==> src/rtl/rtbs_pkg.sv <==
// shared types and constants for the record table with bubble sort
`timescale 1ns / 1ps

package rtbs_pkg;

	// table size and derived widths
	localparam int DEPTH = 32;
	localparam int CNT_W = $clog2(DEPTH + 1);
	localparam int POS_W = 6;
	localparam int CMP_W = POS_W + 1;
	localparam int ID_W  = 6;
	localparam int TAG_W = 32;
	localparam int KEY_W = 32;
	localparam int CMD_W = 3;
	localparam int ST_W  = 2;

	// stream word layout
	localparam int S_DATA_W = 72;
	localparam int M_DATA_W = 80;

	typedef enum logic [CMD_W-1:0] {
		CMD_ADD    = 3'd0,
		CMD_UPDATE = 3'd1,
		CMD_DELETE = 3'd2,
		CMD_SORT   = 3'd3,
		CMD_READ   = 3'd4
	} cmd_t;

	typedef enum logic [ST_W-1:0] {
		ST_OK     = 2'd0,
		ST_BADPOS = 2'd1,
		ST_FULL   = 2'd2
	} status_t;

	// one table record
	typedef struct packed {
		logic [ID_W-1:0]  id;
		logic [TAG_W-1:0] tag;
		logic [KEY_W-1:0] key;
	} rec_t;

	// what a cell loads at the next edge
	typedef enum logic [2:0] {
		CELL_HOLD  = 3'd0,
		CELL_LOAD  = 3'd1,
		CELL_UPD   = 3'd2,
		CELL_RIGHT = 3'd3,
		CELL_LEFT  = 3'd4,
		CELL_WRAP  = 3'd5
	} cell_ctl_t;

endpackage

==> src/rtl/rtbs_cell.sv <==
// one table cell: holds a record and trades it with its neighbors
`timescale 1ns / 1ps

module rtbs_cell (
	input  logic               clk,
	input  rtbs_pkg::cell_ctl_t ctl,
	input  rtbs_pkg::rec_t     new_rec,
	input  rtbs_pkg::rec_t     right_rec,
	input  rtbs_pkg::rec_t     left_rec,
	input  rtbs_pkg::rec_t     wrap_rec,
	output rtbs_pkg::rec_t     rec,
	output logic               gt_right
);

	rtbs_pkg::rec_t rec_q;

	// record register, selected source per control
	always_ff @(posedge clk) begin
		case (ctl)
			rtbs_pkg::CELL_LOAD:  rec_q <= new_rec;
			rtbs_pkg::CELL_UPD: begin
				rec_q.tag <= new_rec.tag;
				rec_q.key <= new_rec.key;
			end
			rtbs_pkg::CELL_RIGHT: rec_q <= right_rec;
			rtbs_pkg::CELL_LEFT:  rec_q <= left_rec;
			rtbs_pkg::CELL_WRAP:  rec_q <= wrap_rec;
			default:              rec_q <= rec_q;
		endcase
	end

	// strict compare against the right neighbor for the sort exchange
	assign gt_right = rec_q.key > right_rec.key;
	assign rec      = rec_q;

endmodule

==> config.mk <==
export PLATFORM = sky130hd
export DESIGN_NAME = rtbs_cell
export DESIGN_NICKNAME = d
export VERILOG_FILES = /design/src/rtl/rtbs_pkg.sv /design/src/rtl/rtbs_cell.sv
export SDC_FILE = /design/constraint.sdc
export NUM_CORES = 1
export LEC_CHECK = 0
export ABC_AREA = 1
export CORE_AREA = 10 10 131 133
export DETAILED_ROUTE_END_ITERATION = 7
export DIE_AREA = 0 0 141 143
export DONT_BUFFER_PORTS = 1
export PLACE_DENSITY = 0.5
export SETUP_SLACK_MARGIN = 0.4
export SYNTH_ARGS = -nofsm -noshare
export SYNTH_HDL_FRONTEND = slang
export SYNTH_SLANG_ARGS = --single-unit
export TNS_END_PERCENT = 1
==> constraint.sdc <==
create_clock -name clk -period 4.8 [get_ports clk]
set_input_delay 0.24 -clock clk [delete_from_list [all_inputs] [get_ports clk]]
set_output_delay 0.24 -clock clk [all_outputs]
set_load 0.02 [all_outputs]
==> summary.md <==
| Metric | Value |
|---|---|
| Hpwl dp | 14,400 um |
| Slew Viols, Final | 0 |
| 1st-pass router iterations | 5 |
| Sequential fraction of the synthesis area | 45.3% |
| Period utilization | 51.5% |
| Initial DRC count | 221 |
| Pwr Density | 379 nW/um^2 |
| Leakage | roughly 2.1 nW |
| Layout cell share with drive strength beyond 1 | between 4 and 5% |
| Most frequent cells in the layout | nand2_1 (316), nand4_1 (72), edfxtp_1 (70), inv_1 (41), ha_1 (32) |
| CTS tree | built |
| Max Cap Viol | 0 |
| Critical path class | flop to output pin |
| CTS H-tree depth | 3 |
| Drt via density | 5.35 |
| Worst Path Required | 4.56 ns |
| Worst setup EP type | output pin |
| Most common cell after layout, fill and taps aside | nand2_1 |
| Most frequent CP cell | nand2_1 |
| Mapped Cells | 601 |
| Startpoint Class | flop |
| Hold Violations, Final | 0 |
| Slew @ Worst Pin | 1.19 ns |
| Clk buf depth | 2 |
| TritonCTS buffer count | 9 |
| TritonCTS sink count | 70 |
| Power, Total | between 1.5 and 2 mW |
| Area growth from synthesis to final layout | 9.89% |
| Final worst path period need | 2.47 ns |
| Setup Buffers After CTS | 0 |
| Net Count, Synth | 917 |
| Die X-Extent | between 100 and 150 um |
| Global-route wire length before repair | 25,300 um |
| Initial Utilization | approximately a third |
| Io pins | 355 |
| Residual DRC count | 0 |
| Slew Limit Headroom | around a fifth |
| GP Congestion | 0.825 |
| Pre-CTS WS | approximately 2.4 ns |
| Overflow after GRT | 0 |
| Min-delay worst type | input pin to flop |
| Worst Path Arrival | 2.23 ns |
| Critical Path Fanout Max | 2 |
| Post-synthesis cell type count | 16 |
| Number of global-route vias before repair | roughly 4.5k |
| Synthesized flop and latch total | 70 |
| DR WL/cell | roughly 22 um |
| Mapped Area | about 4600 sq um |
| Number of synthesis warnings | 0 |
| VDD IR max | 0.145 mV |
| Input/output buffers | 0 |
| Max Clock Freq | between 400 and 500 MHz |
| Crit-path slowest cell | edfxtp_1 |
| Average cell area after synthesis | 7.72 sq um |
| Core Area | 14,400 sq um |
| Unrepaired setup endpoints after global routing | false |
| Largest net degree at the start of global routing | 71 |
| Final nets | 905 |
| Routed Antenna Nets | 0 |
| Diodes inserted | 0 |
| DIE AREA | 20,200 sq um |
| Crit path largest cell delay | 0.51 ns |
| Largest register FFs | 70 |
| Vias after detailed routing | ~4.2k |
| CTS Hold Bufs | 0 |
| CP cell instances | ha_1 > nand2_1 > nor2_1 > nand2_1 > inv_1 > nand3_1 > inv_1 > nand2_1 > a21oi_1 |
| Initial antenna violation count | 0 |
| Total Routing Usage GR | 15.9% |
| Die extent in y | 143 um |
| Buf/Inv on CP | 2 |
| CP delay by family, top | flip-flops |
| Final worst-path setup slack | 2.33 ns |
| Status | finished, final reports clean |
| Post-CTS Resized | 0 |
| Setup TNS Final | 0 ns |
| Clock slew at reported path FFs | 0.06 ns |
| Fin Hold WS | 0.101 ns |
| Final setup viols | 0 |
| Root Buffer | clkbuf_16 |
| DRT Wirelength | 17,200 um |
| FP Rows | 44 |
[routing by layer]
layer	vias up	GRT usage, %	wire length (um)
met1	1894	15.1	5600
met5	-	0	0
met3	27	7.66	2090
met2	252	29.1	9110
met4	0	6.36	368
li1	1991	-	-
[Yosys cell counts]
library cell  instances  area share [%]
nand2_1             317              26
nand4_1              72             9.7
edfxtp_1             70              45
inv_1                41             3.3
ha_1                 32             8.6
buf_2                28             3.0
a21oi_1              15             1.6
nor2_1                8            0.65
inv_2                 4            0.32
nor2_2                4            0.54
o21ai_0               3            0.32
nand3_1               2            0.22
o21a_1                2            0.32
a21o_1                1            0.16
nor3_1                1            0.11
nor3b_1               1            0.16
[power breakdown]
group          leakage [nW]  internal [mW]  switching (mW)
combinational          1.26         0.0924           0.165
clock                 0.151          0.454           0.250
sequential            0.693          0.793           0.178
[worst paths after layout]
kind	startpoint	endpoint	depth (start not counted)
max	rec[31]	gt_right	9
min	new_rec[35]	rec[35]	2
[cell type report]
| type | instances | area (sq um) |
|---|---|---|
| Timing Repair Buffer | 5 | 37.5 |
| Tap cell | 184 | 230 |
| Inverter | 45 | 169 |
| Fill cell | 1504 | 9320 |
| Multi-Input combinational cell | 458 | 2250 |
| Clock inverter | 6 | 85.1 |
| Clock buffer | 10 | 229 |
| Sequential cell | 70 | 2100 |
[metrics by stage]
| stage | util [%] | area [sq um] | instances |
|---|---|---|---|
| after floorplan | - | 4640 | 601 |
| after global placement | 33.2 | 4790 | 762 |
| after detailed placement | 33.2 | 4790 | 762 |
| after CTS | 35.4 | 5100 | 778 |
| after global routing | 35.4 | 5100 | 778 |
| final | 35.4 | 5100 | 778 |
[cells by family (layout without fill, tap and decap cells)]
logic type	count (synthesis)	count (layout)	synth area share (%)
AND/OR/NAND/NOR	405	405	37.0
buffers and inverters	73	66	6.66
flip-flops	70	70	45.3
adder cells (fa/ha/maj)	32	32	8.63
AO/OA/AOI/OAI	21	21	2.43
Note: power is estimated with default switching activity, not from simulation.
